==> src/rtl/blg_pkg.sv <==
// Shared item codes and fixed widths for the line generator.
package blg_pkg;

    localparam int COLOR_BITS = 12;

    typedef enum logic {
        KIND_START = 1'b0,
        KIND_STEP  = 1'b1
    } t_kind;

endpackage

==> src/rtl/blg_front.sv <==
// Front end: input handshake and start-item setup (step directions and absolute deltas).
module blg_front #(
    parameter int COORD_BITS = 8
) (
    input  logic                  i_valid,
    output logic                  o_ready,
    input  logic                  i_q_full,
    output logic                  o_push,
    input  logic [COORD_BITS-1:0] i_x_start,
    input  logic [COORD_BITS-1:0] i_y_start,
    input  logic [COORD_BITS-1:0] i_x_end,
    input  logic [COORD_BITS-1:0] i_y_end,
    output logic [COORD_BITS-1:0] o_abs_dx,
    output logic [COORD_BITS-1:0] o_abs_dy,
    output logic                  o_x_neg,
    output logic                  o_y_neg
);
    import blg_pkg::*;

    assign o_ready = !i_q_full;
    assign o_push  = i_valid && !i_q_full;

    // The direction comes from the compare, the magnitude from the matching subtraction.
    assign o_x_neg  = i_x_end < i_x_start;
    assign o_y_neg  = i_y_end < i_y_start;
    assign o_abs_dx = o_x_neg ? (i_x_start - i_x_end) : (i_x_end - i_x_start);
    assign o_abs_dy = o_y_neg ? (i_y_start - i_y_end) : (i_y_end - i_y_start);

endmodule

==> src/rtl/blg_fifo.sv <==
// Small register queue between the front end and the line walker.
module blg_fifo #(
    parameter int DATA_W     = 63,
    parameter int DEPTH_LOG2 = 2
) (
    input  logic              i_clk,
    input  logic              i_rst_n,
    input  logic              i_push,
    input  logic [DATA_W-1:0] i_data,
    output logic              o_full,
    output logic              o_valid,
    input  logic              i_pop,
    output logic [DATA_W-1:0] o_data
);
    import blg_pkg::*;

    localparam int DEPTH = 1 << DEPTH_LOG2;

    logic [DATA_W-1:0]     r_mem [DEPTH];
    logic [DEPTH_LOG2-1:0] r_wr_ptr;
    logic [DEPTH_LOG2-1:0] r_rd_ptr;
    logic [DEPTH_LOG2:0]   r_count;
    logic                  do_pop;

    assign o_full  = r_count == (DEPTH_LOG2 + 1)'(DEPTH);
    assign o_valid = r_count != '0;
    assign o_data  = r_mem[r_rd_ptr];
    assign do_pop  = i_pop && o_valid;

    always_ff @(posedge i_clk) begin
        if (i_push) begin
            r_mem[r_wr_ptr] <= i_data;
        end
    end

    always_ff @(posedge i_clk) begin
        if (!i_rst_n) begin
            r_wr_ptr <= '0;
            r_rd_ptr <= '0;
            r_count  <= '0;
        end else begin
            if (i_push) begin
                r_wr_ptr <= r_wr_ptr + DEPTH_LOG2'(1);
            end
            if (do_pop) begin
                r_rd_ptr <= r_rd_ptr + DEPTH_LOG2'(1);
            end
            if (i_push && !do_pop) begin
                r_count <= r_count + (DEPTH_LOG2 + 1)'(1);
            end else if (!i_push && do_pop) begin
                r_count <= r_count - (DEPTH_LOG2 + 1)'(1);
            end
        end
    end

endmodule

==> src/rtl/blg_back.sv <==
// Back end: Bresenham walk state, per-item stepping and the output register.
module blg_back #(
    parameter int COORD_BITS = 8
) (
    input  logic                             i_clk,
    input  logic                             i_rst_n,
    input  logic                             i_q_valid,
    output logic                             o_pop,
    input  blg_pkg::t_kind                   i_kind,
    input  logic [COORD_BITS-1:0]            i_x_start,
    input  logic [COORD_BITS-1:0]            i_y_start,
    input  logic [COORD_BITS-1:0]            i_x_end,
    input  logic [COORD_BITS-1:0]            i_y_end,
    input  logic [blg_pkg::COLOR_BITS-1:0]   i_color,
    input  logic [COORD_BITS-1:0]            i_abs_dx,
    input  logic [COORD_BITS-1:0]            i_abs_dy,
    input  logic                             i_x_neg,
    input  logic                             i_y_neg,
    output logic                             o_valid,
    input  logic                             i_ready,
    output logic [COORD_BITS-1:0]            o_pixel_x,
    output logic [COORD_BITS-1:0]            o_pixel_y,
    output logic [blg_pkg::COLOR_BITS-1:0]   o_pixel_color,
    output logic                             o_last_pixel
);
    import blg_pkg::*;

    localparam int TW_W  = COORD_BITS + 1;
    localparam int ERR_W = COORD_BITS + 3;
    localparam logic [COORD_BITS-1:0] ONE = {{(COORD_BITS-1){1'b0}}, 1'b1};

    logic                  r_busy;
    logic [COORD_BITS-1:0] r_cur_x;
    logic [COORD_BITS-1:0] r_cur_y;
    logic [COORD_BITS-1:0] r_tgt_x;
    logic [COORD_BITS-1:0] r_tgt_y;
    logic [TW_W-1:0]       r_twice_dx;
    logic [TW_W-1:0]       r_twice_dy;
    logic                  r_x_neg;
    logic                  r_y_neg;
    logic                  r_x_major;
    logic [ERR_W-1:0]      r_err;
    logic [COLOR_BITS-1:0] r_color;

    logic                  r_out_valid;
    logic [COORD_BITS-1:0] r_px;
    logic [COORD_BITS-1:0] r_py;
    logic [COLOR_BITS-1:0] r_pc;
    logic                  r_last;

    logic                  is_start;
    logic                  emit;
    logic                  st_x_major;
    logic [ERR_W-1:0]      st_err;
    logic                  st_last;
    logic                  err_ge;
    logic                  move_x;
    logic                  move_y;
    logic [COORD_BITS-1:0] step_x;
    logic [COORD_BITS-1:0] step_y;
    logic [TW_W-1:0]       major_inc;
    logic [TW_W-1:0]       minor_dec;
    logic [ERR_W-1:0]      step_err;
    logic                  step_last;
    logic [COORD_BITS-1:0] n_px;
    logic [COORD_BITS-1:0] n_py;
    logic                  n_last;

    assign is_start = i_kind == KIND_START;
    assign o_pop    = i_q_valid && (!r_out_valid || i_ready);
    // A step item that finds no active line is consumed without a result.
    assign emit     = o_pop && (is_start || r_busy);

    // Start setup: ties between the deltas walk along y.
    assign st_x_major = i_abs_dx > i_abs_dy;
    assign st_err = st_x_major ? ({2'b00, i_abs_dy, 1'b0} - {3'b000, i_abs_dx})
                               : ({2'b00, i_abs_dx, 1'b0} - {3'b000, i_abs_dy});
    assign st_last = (i_x_start == i_x_end) && (i_y_start == i_y_end);

    // One walk step: always move on the major axis, on the minor one when the error is
    // non-negative.
    assign err_ge    = !r_err[ERR_W-1];
    assign move_x    = r_x_major || err_ge;
    assign move_y    = !r_x_major || err_ge;
    assign step_x    = move_x ? (r_cur_x + (r_x_neg ? {COORD_BITS{1'b1}} : ONE)) : r_cur_x;
    assign step_y    = move_y ? (r_cur_y + (r_y_neg ? {COORD_BITS{1'b1}} : ONE)) : r_cur_y;
    assign major_inc = r_x_major ? r_twice_dy : r_twice_dx;
    assign minor_dec = r_x_major ? r_twice_dx : r_twice_dy;
    assign step_err  = r_err + {2'b00, major_inc} - (err_ge ? {2'b00, minor_dec} : '0);
    assign step_last = r_x_major ? (step_x == r_tgt_x) : (step_y == r_tgt_y);

    assign n_px   = is_start ? i_x_start : step_x;
    assign n_py   = is_start ? i_y_start : step_y;
    assign n_last = is_start ? st_last : step_last;

    always_ff @(posedge i_clk) begin
        if (!i_rst_n) begin
            r_busy <= 1'b0;
        end else if (emit) begin
            r_busy <= !n_last;
        end
    end

    always_ff @(posedge i_clk) begin
        if (o_pop) begin
            if (is_start) begin
                r_cur_x    <= i_x_start;
                r_cur_y    <= i_y_start;
                r_tgt_x    <= i_x_end;
                r_tgt_y    <= i_y_end;
                r_twice_dx <= {i_abs_dx, 1'b0};
                r_twice_dy <= {i_abs_dy, 1'b0};
                r_x_neg    <= i_x_neg;
                r_y_neg    <= i_y_neg;
                r_x_major  <= st_x_major;
                r_err      <= st_err;
                r_color    <= i_color;
            end else if (r_busy) begin
                r_cur_x <= step_x;
                r_cur_y <= step_y;
                r_err   <= step_err;
            end
        end
    end

    always_ff @(posedge i_clk) begin
        if (!i_rst_n) begin
            r_out_valid <= 1'b0;
        end else if (emit) begin
            r_out_valid <= 1'b1;
        end else if (i_ready) begin
            r_out_valid <= 1'b0;
        end
    end

    always_ff @(posedge i_clk) begin
        if (emit) begin
            r_px   <= n_px;
            r_py   <= n_py;
            r_pc   <= is_start ? i_color : r_color;
            r_last <= n_last;
        end
    end

    assign o_valid       = r_out_valid;
    assign o_pixel_x     = r_px;
    assign o_pixel_y     = r_py;
    assign o_pixel_color = r_pc;
    assign o_last_pixel  = r_last;

    a_last_ends_line: assert property (@(posedge i_clk) disable iff (!i_rst_n)
        emit && n_last |=> !r_busy)
        else $error("line still active after its last pixel");

    a_major_not_done: assert property (@(posedge i_clk) disable iff (!i_rst_n)
        r_busy |-> (r_x_major ? (r_cur_x != r_tgt_x) : (r_cur_y != r_tgt_y)))
        else $error("active line already sits on its end point");

    a_idle_step_silent: assert property (@(posedge i_clk) disable iff (!i_rst_n)
        o_pop && !emit |=> !r_out_valid)
        else $error("step item on an idle line produced a pixel");

endmodule

==> src/rtl/bresenham_line_generator.sv <==
// Bresenham line generator: a start item loads two endpoints and a color and emits
// the start pixel; each step item emits the next pixel of the line until the end
// point, which is flagged with last_pixel. Steps with no active line are dropped,
// and a start item abandons any active line. The block takes one item per clock
// while its queue has room, and gives at most one pixel per item; an item's pixel
// passes through the four-entry queue and then the output register. Input ready
// drops only when that queue is full, which happens only while the output side
// stalls; each walk step is computed combinationally in the back end.
module bresenham_line_generator #(
    parameter int COORD_BITS = 8
) (
    input  logic                           i_clk,
    input  logic                           i_rst_n,
    input  logic                           i_valid,
    output logic                           o_ready,
    input  logic                           i_kind,
    input  logic [COORD_BITS-1:0]          i_x_start,
    input  logic [COORD_BITS-1:0]          i_y_start,
    input  logic [COORD_BITS-1:0]          i_x_end,
    input  logic [COORD_BITS-1:0]          i_y_end,
    input  logic [blg_pkg::COLOR_BITS-1:0] i_line_color,
    output logic                           o_valid,
    input  logic                           i_ready,
    output logic [COORD_BITS-1:0]          o_pixel_x,
    output logic [COORD_BITS-1:0]          o_pixel_y,
    output logic [blg_pkg::COLOR_BITS-1:0] o_pixel_color,
    output logic                           o_last_pixel
);
    import blg_pkg::*;

    localparam int Q_W        = 6 * COORD_BITS + COLOR_BITS + 3;
    localparam int DEPTH_LOG2 = 2;

    logic                  q_full;
    logic                  q_push;
    logic                  q_valid;
    logic                  q_pop;
    logic [Q_W-1:0]        q_wdata;
    logic [Q_W-1:0]        q_rdata;

    logic [COORD_BITS-1:0] f_abs_dx;
    logic [COORD_BITS-1:0] f_abs_dy;
    logic                  f_x_neg;
    logic                  f_y_neg;

    logic                  b_kind_bit;
    logic [COORD_BITS-1:0] b_x_start;
    logic [COORD_BITS-1:0] b_y_start;
    logic [COORD_BITS-1:0] b_x_end;
    logic [COORD_BITS-1:0] b_y_end;
    logic [COLOR_BITS-1:0] b_color;
    logic [COORD_BITS-1:0] b_abs_dx;
    logic [COORD_BITS-1:0] b_abs_dy;
    logic                  b_x_neg;
    logic                  b_y_neg;

    blg_front #(
        .COORD_BITS(COORD_BITS)
    ) u_front (
        .i_valid  (i_valid),
        .o_ready  (o_ready),
        .i_q_full (q_full),
        .o_push   (q_push),
        .i_x_start(i_x_start),
        .i_y_start(i_y_start),
        .i_x_end  (i_x_end),
        .i_y_end  (i_y_end),
        .o_abs_dx (f_abs_dx),
        .o_abs_dy (f_abs_dy),
        .o_x_neg  (f_x_neg),
        .o_y_neg  (f_y_neg)
    );

    assign q_wdata = {i_kind, i_x_start, i_y_start, i_x_end, i_y_end, i_line_color,
                      f_abs_dx, f_abs_dy, f_x_neg, f_y_neg};

    blg_fifo #(
        .DATA_W    (Q_W),
        .DEPTH_LOG2(DEPTH_LOG2)
    ) u_fifo (
        .i_clk  (i_clk),
        .i_rst_n(i_rst_n),
        .i_push (q_push),
        .i_data (q_wdata),
        .o_full (q_full),
        .o_valid(q_valid),
        .i_pop  (q_pop),
        .o_data (q_rdata)
    );

    assign {b_kind_bit, b_x_start, b_y_start, b_x_end, b_y_end, b_color,
            b_abs_dx, b_abs_dy, b_x_neg, b_y_neg} = q_rdata;

    blg_back #(
        .COORD_BITS(COORD_BITS)
    ) u_back (
        .i_clk        (i_clk),
        .i_rst_n      (i_rst_n),
        .i_q_valid    (q_valid),
        .o_pop        (q_pop),
        .i_kind       (t_kind'(b_kind_bit)),
        .i_x_start    (b_x_start),
        .i_y_start    (b_y_start),
        .i_x_end      (b_x_end),
        .i_y_end      (b_y_end),
        .i_color      (b_color),
        .i_abs_dx     (b_abs_dx),
        .i_abs_dy     (b_abs_dy),
        .i_x_neg      (b_x_neg),
        .i_y_neg      (b_y_neg),
        .o_valid      (o_valid),
        .i_ready      (i_ready),
        .o_pixel_x    (o_pixel_x),
        .o_pixel_y    (o_pixel_y),
        .o_pixel_color(o_pixel_color),
        .o_last_pixel (o_last_pixel)
    );

endmodule
==> config.mk <==
export PLATFORM = sky130hd
export DESIGN_NAME = bresenham_line_generator
export DESIGN_NICKNAME = d
export VERILOG_FILES = /design/src/rtl/blg_pkg.sv /design/src/rtl/blg_front.sv /design/src/rtl/blg_fifo.sv /design/src/rtl/blg_back.sv /design/src/rtl/bresenham_line_generator.sv
export SDC_FILE = /design/constraint.sdc
export NUM_CORES = 1
export LEC_CHECK = 0
export BUFFER_PORTS_ARGS = -buffer_cell sky130_fd_sc_hd__buf_4
export CAP_MARGIN = 20
export CORE_ASPECT_RATIO = 0.6
export CORE_MARGIN = 2
export CORE_UTILIZATION = 40
export DETAILED_ROUTE_END_ITERATION = 7
export PLACE_DENSITY = 0.67
export SLEW_MARGIN = 10
export SYNTH_ARGS = -nofsm -noshare
export SYNTH_HDL_FRONTEND = slang
export SYNTH_SLANG_ARGS = --single-unit
==> constraint.sdc <==
create_clock -name i_clk -period 5.3 [get_ports i_clk]
set_clock_uncertainty 0.2 [all_clocks]
set_input_delay 0.53 -clock i_clk [delete_from_list [all_inputs] [get_ports i_clk]]
set_output_delay 0.53 -clock i_clk [all_outputs]
set_load 0.03 [all_outputs]
==> results of run 1 <==
==> cell usage in the layout (no fill, tap or decap), types with 23 or more instances in the layout <==
cell type / Yosys / layout
a21oi_1: 32 / 32
buf_4: 2 / 98
clkbuf_16: 0 / 37
edfxtp_1: 338 / 338
ha_1: 77 / 77
inv_1: 98 / 98
mux2i_1: 40 / 40
mux4_2: 57 / 57
nand2_1: 78 / 78
nor2_1: 44 / 42
nor2b_1: 23 / 23
o21ai_0: 46 / 46
xnor2_1: 50 / 50
xor2_1: 26 / 26
==> metal layers <==
metal | track usage [%] | vias up | wire length [um]
li1 | - | 4479 | -
met1 | 28.9 | 4972 | 20000
met2 | 23.6 | 253 | 15200
met3 | 2.65 | 40 | 2250
met4 | 3.05 | 0 | 438
met5 | 0 | - | 0
==> through the flow <==
stage          std cells  util, %
2_1_floorplan       1137        -
3_3_place_gp        1769     43.6
3_5_place_dp        1769     43.6
4_1_cts             1842     46.4
5_1_grt             1843     46.5
6_report            1843     46.5
==> registers in the layout, summed over array words and instances, names as in the netlist, 2 cells and up, named ones only <==
| signal | count |
|---|---|
| u_back.r_twice_dx | 8 |
| u_back.r_twice_dy | 8 |
| u_back.r_color | 12 |
| u_back.r_err | 10 |
| u_back.o_pixel_y | 8 |
| u_fifo.r_mem | 252 |
| u_back.r_tgt_x | 8 |
| u_back.r_tgt_y | 8 |
| u_fifo.r_rd_ptr | 2 |
| u_fifo.r_wr_ptr | 2 |
| u_back.o_pixel_x | 8 |
| u_fifo.r_count | 3 |
| u_back.o_pixel_color | 12 |
==> power breakdown <==
part           switching [mW]  internal [mW]
logic                    3.67           2.56
clock network            1.03           1.39
registers               0.391           3.94
total                    5.10           7.89
==> repair_timing <==
item                                   4_1_cts  5_1_grt
endpoints found under the hold margin       32        0
hold buffers                                 8        0
gates resized for setup                      0        0
setup endpoints to repair                    0        0
==> area by class of cell <==
class	instances	area share [%]
Clock inverter	17	0.736
Timing Repair Buffer	107	4.26
Tap cell	570	3.68
Inverter	98	1.90
Clock buffer	48	4.99
Multi-Input combinational cell	654	30.9
Sequential cell	349	53.5
==> synthesized netlist by cell type, types with 4 or more instances <==
cell type,instances
a31oi_1,6
nor2_1,44
xnor2_1,50
a221oi_1,4
mux2_2,6
clkbuf_1,15
and2_1,12
mux4_2,57
mux2i_1,40
buf_2,14
inv_1,98
nand2_1,78
fa_1,18
a21boi_0,7
a211oi_1,8
o21ai_0,46
o21a_1,12
edfxtp_1,338
a21o_1,10
a21oi_1,32
nand3_1,7
and3_1,6
nor2b_1,23
ha_1,77
o31ai_1,5
nand4_1,7
nor3_1,16
mux4_1,5
dfxtp_1,11
o21ai_1,5
xor2_1,26
or3_1,7
o21bai_1,5
==> final timing paths <==
kind	depth (start not counted)	slack [ns]	to
setup / recovery	13	1.15	u_back.r_err[8]
hold / removal	1	0.02	u_fifo.r_mem[0][28]
setup reg to reg	13	1.15	u_back.r_err[8]
hold reg to reg	2	0.32	u_fifo.r_count[2]
==> kinds of logic (layout without fill, tap and decap cells) <==
| kind of cell | after synthesis | count (layout) |
|---|---|---|
| fa+ha+maj | 95 | 95 |
| mux | 108 | 108 |
| flops | 349 | 349 |
| buf+inv | 134 | 270 |
| compound gates | 161 | 161 |
| xor+xnor | 76 | 76 |
| simple gates | 214 | 214 |
==> critical path: cells and delay by family, from the launching register on <==
kind,cells,cell delay (ns)
flip-flops,1,0.99
adder cells (fa/ha/maj),2,0.88
AO/OA/AOI/OAI,4,0.84
multiplexers,2,0.38
AND/OR/NAND/NOR,3,0.33
XOR/XNOR,1,0.20
buffers and inverters,1,0.06
==> out/metrics.csv, run 1 <==
stage;metric;value;unit
placement;DP HPWL;26800;um
cells_and_area;Multi-input gate area;0.00600;sq mm
sta;RSZ-0062 raised after global routing;false;
sta;final hold slack;0.0216;ns
floorplan;cell row count;58;
floorplan;die area;0.0439;sq mm
clock_tree;CTS H-Tree Depth;2;
sta;Slew @ Worst Pin;1.02;ns
routing;DRT Pass-1 Iters;4;
clock_tree;CTS clk-pin slew, worst paths;0.06;ns
cells_and_area;fillcell total;3630;
routing;# DRC;0;
clock_tree;clock latency on the worst-skew pair;0.53;ns
clock_tree;root buffer cell;clkbuf_16;
cells_and_area;nets;1391;
setup_path;Worst Setup End Kind;flip-flop;
sta;final worst setup slack;1.15;ns
grt;Tot GR Track Use;17.3;%
yosys;yosys warns;0;
yosys;post-synthesis sequential area ratio;61.4;%
yosys;EDFF count, synth;338;
yosys;count of cell types in the netlist;58;
yosys;Compound-Gate Fraction of Synth Area;6.40;%
placement;Post-Place Cell Area;0.0182;sq mm
sta;Final Cycle Share;78.3;%
cells_and_area;fraction of layout instances using a drive strength above 1;18.1;%
grt;largest net degree at the start of global routing;64;
routing;final antenna-violating net count;0;
clock_tree;setup bufs post-CTS;0;
pwr;Total Power;13.0;mW
cells_and_area;register area;0.0104;sq mm
clock_tree;Clock Tree Buf Depth;3;
job;max-cap violation count;0;
cells_and_area;ANT cells;0;
yosys;mapped cell area;0.0169;sq mm
setup_path;Crit Path Max Fanout;21;
floorplan;Die Width;269;um
pwr;Static Leak;7.17;nW
setup_path;crit-path cells;mux2i_1 -> nor2_1 -> fa_1 -> inv_1 -> ha_1 -> nor2b_1 -> o21ai_0 -> a21boi_0 -> o21ai_0 -> nand2b_1 -> a31oi_1 -> xor2_1 -> mux2i_1;
min_path;worst hold start;i_line_color[10];
yosys;Area contributors post-synth;edfxtp_1 60%, mux4_2 7.6%, ha_1 5.7%;
sta;final slew viol count;0;
pwr;PwrDens;670;mW/mm^2
pwr;worst vdd ir;0.000323;V
grt;grt ovf;0;
setup_path;CP Data Required Time;5.35;ns
placement;input/output buffers;79;
grt;initial antenna violation count;0;
yosys;Primary FF master, synth;edfxtp_1;
yosys;Post-Syn Nets;1281;
sta;final setup fails;0;
sta;setup TNS;0;ns
yosys;XOR/XNOR share of the synthesized area;3.94;%
cells_and_area;area delta synth->final;14.9;%
grt;vias in the first global route;9606;
yosys;proportion of synthesized area in mux cells;11.2;%
yosys;top-area cell type share of the netlist area;60.1;%
yosys;Cells after Synth;1137;
sta;headroom to the max-slew limit;32.2;%
setup_path;critical path's slowest cell;edfxtp_1;
placement;Placement Setup Slack;1.19;ns
setup_path;kind of critical path;reg -> reg;
yosys;Post-Synth Adder-Cell Area;7.84;%
setup_path;critical path's largest stage delay;0.99;ns
routing;Vias;9744;
floorplan;total core area;0.0417;sq mm
routing;wire per inst;20.6;um
floorplan;io pins;80;
placement;GPL Wtd Cong;0.895;
routing;Final Routed Wirelength;37900;um
sta;final worst path period need;4.15;ns
floorplan;initial core utilization;40.5;%
grt;first-pass GRT wire length;58200;um
routing;Vias/cell;5.29;
yosys;Yosys top cell by area;edfxtp_1;
cells_and_area;final instance area;0.0194;sq mm
sta;final hold vios;0;
yosys;asr flop ratio synth;0;%
setup_path;Worst EP arrival;4.20;ns
status;run status;finished clean;
yosys;flip-flop and latch count after synthesis;349;
yosys;syn avg cell area;14.8;sq um
clock_tree;clock sink count;349;
setup_path;crit path launch;u_back.r_x_major;
yosys;main combinational cell family by area after synthesis;multiplexers;
sta;f_max;241;MHz
yosys;simple-gate portion of the synthesized area;6.02;%
setup_path;worst reg2reg startpoint;u_back.r_x_major;
setup_path;Critical Path Source Type;flip-flop;
min_path;Hold Path Class;in -> reg;
floorplan;Vert. Die Dim;163;um
routing;number of DRC markers in iteration 0;877;
clock_tree;CTS tree;built;
clock_tree;Inserted Clock Buffers;37;
No activity file was read; power rests on OpenSTA's default activity.
==> inputs of run 2 (changes only) <==
Settings changed: PLACE_DENSITY 0.67 to 0.69.
Clock period 5.3 ns to 3.8 ns, I/O delays scaled along.
==> run 2 against run 1 <==
Total power rose by 39%. Via count rose by 1.8%. Sequential share of layout area fell by 1.7 points. Non-clock buffer count rose by 63. Register-to-register slack got worse by 0.94 ns. Largest cell class unchanged. Largest power group unchanged.
==> out/metrics.csv, run 2 (synthesized netlist as in run 1, its figures left out) <==
stage;metric;value;unit;change
status;run status;finished clean;;
cells_and_area;ANT cells;0;;unchanged
placement;Post-Place Cell Area;0.0184;sq mm;+0.99%
setup_path;critical path's slowest cell;dlygate4sd3_1;;
setup_path;CP Data Required Time;3.86;ns;-1.49 ns
clock_tree;CTS tree;built;;
cells_and_area;Top reg by flops;u_fifo.r_mem;;
sta;final worst path period need;3.63;ns;
setup_path;CP top delay family;buffers and inverters;;
cells_and_area;Multi-input gate area;0.00601;sq mm;+0.25%
sta;final setup fails;0;;unchanged
floorplan;cell row count;58;;unchanged
pwr;Static Leak;7.45;nW;+4.0%
setup_path;Worst Setup End Kind;flip-flop;;
setup_path;cell mode on critical path;buf_4;;
min_path;Hold Path Class;in -> reg;;
routing;number of DRC markers in iteration 0;974;;+11%
clock_tree;Inserted Clock Buffers;36;;-2.7%
job;max-cap violation count;0;;unchanged
cells_and_area;area delta synth->final;18.6;%;
placement;DP HPWL;27000;um;+0.54%
cells_and_area;register area;0.0104;sq mm;unchanged
cells_and_area;commonest non-fill, non-tap cell in the layout;edfxtp_1;;
sta;f_max;275;MHz;
grt;grt ovf;0;;unchanged
floorplan;total core area;0.0417;sq mm;unchanged
setup_path;WP buf/inv;5;;+4
grt;initial antenna violation count;0;;unchanged
setup_path;crit-path cells;dlygate4sd3_1 -> buf_4 -> inv_1 -> ha_1 -> fa_1 -> nor2b_1 -> o21ai_1 -> a21oi_1 -> o41ai_4 -> buf_4 -> buf_4 -> mux2i_1 -> o21ai_0 -> a221oi_1 -> xnor2_1;;
grt;largest net degree at the start of global routing;52;;-19%
sta;Final Cycle Share;95.6;%;
routing;DRT Pass-1 Iters;5;;+1
pwr;Total Power;18.1;mW;+39%
sta;RSZ-0062 raised after global routing;false;;
floorplan;Vert. Die Dim;163;um;unchanged
setup_path;Crit Path Max Fanout;7;;-67%
floorplan;initial core utilization;40.5;%;unchanged
floorplan;io pins;80;;unchanged
sta;headroom to the max-slew limit;48.2;%;+16 points
setup_path;kind of critical path;in -> reg;;
routing;wire per inst;19.9;um;-3.5%
pwr;worst vdd ir;0.000372;V;+15%
floorplan;Die Width;269;um;unchanged
clock_tree;clock latency on the worst-skew pair;0.54;ns;about the same
cells_and_area;nets;1453;;+4.5%
cells_and_area;Final Core Density;48.0;%;+1.5 points
clock_tree;Clock Tree Buf Depth;3;;unchanged
clock_tree;root buffer cell;clkbuf_16;;
sta;final hold vios;0;;unchanged
floorplan;die area;0.0439;sq mm;unchanged
grt;vias in the first global route;9858;;+2.6%
cells_and_area;fillcell total;3534;;-2.6%
routing;# DRC;0;;unchanged
clock_tree;clock sink count;349;;unchanged
grt;Tot GR Track Use;17.3;%;-0.039 points
sta;setup TNS;0;ns;unchanged
setup_path;critical path's largest stage delay;0.53;ns;-0.46 ns
cells_and_area;final instance area;0.0200;sq mm;+3.3%
cells_and_area;most frequent cells in the layout;338 x edfxtp_1, 116 x buf_4, 98 x inv_1, 78 x nand2_1, 77 x ha_1;;
pwr;PwrDens;902;mW/mm^2;+35%
cells_and_area;fraction of layout instances using a drive strength above 1;19.1;%;+0.94 points
clock_tree;CTS clk-pin slew, worst paths;0.06;ns;about the same
routing;Final Routed Wirelength;37900;um;-0.16%
placement;GPL Wtd Cong;0.870;;-2.8%
clock_tree;CTS H-Tree Depth;2;;unchanged
sta;final slew viol count;0;;unchanged
routing;Vias;9915;;+1.8%
setup_path;Worst EP arrival;3.70;ns;-0.50 ns
setup_path;Critical Path Source Type;input pin;;
routing;final antenna-violating net count;0;;unchanged
sta;Slew @ Worst Pin;0.776;ns;-0.241 ns
placement;input/output buffers;79;;unchanged
cells_and_area;Largest register FFs;252;;unchanged
grt;first-pass GRT wire length;58200;um;about the same
routing;Vias/cell;5.20;;-1.6%
run 2: final timing paths:
path                           from                   to  slack, ns  depth (start not counted)
setup reg to reg          flip-flop      u_back.r_err[8]       0.21                         12
hold / removal              i_valid   u_fifo.r_wr_ptr[1]       0.19                          4
setup / recovery         i_x_end[0]  u_fifo.r_mem[0][16]       0.17                         15
hold reg to reg   u_fifo.r_count[2]    u_fifo.r_count[2]       0.32                          2
run 2: per-stage QoR:
step                std cells  setup WS [ns]  hold WS, ns
global route             1906         0.0198        0.250
floorplan                1137        0.00559        0.277
global placement         1783          0.262        0.304
CTS                      1895          0.164        0.168
finish                   1906          0.167        0.190
detailed placement       1783          0.182        0.308
run 2: power by group:
part | switching (mW) | internal (mW)
sequential | 0.439 | 5.49
clock | 1.47 | 1.80
combinational | 5.15 | 3.71
total | 7.06 | 11.0
run 2: what timing repair did:
item	CTS	global route
endpoints found under the setup margin	0	26
endpoints found under the hold margin	191	0
hold buffers	47	0
buffers inserted	0	11
gates resized for setup	0	3
run 2: layout make-up:
class	count	share of cell area [%]
Sequential cell	349	51.8
Multi-Input combinational cell	654	30.0
Timing Repair Buffer	170	7.32
Clock buffer	44	4.75
Tap cell	570	3.56
Inverter	98	1.84
Clock inverter	21	0.700
run 2: tightest hold or removal path: stages:
cell	delay, ns
buf_4	0.09
and2_1	0.22
a21oi_1	0.09
nor2b_1	0.09
run 2: layer usage:
metal	routed length [um]	GRT usage [%]	part of all wire, %
met1	18800	27.2	50
met3	2690	3.38	7.1
met4	459	3.22	1.2
met5	0	0	0
met2	16000	24.8	42
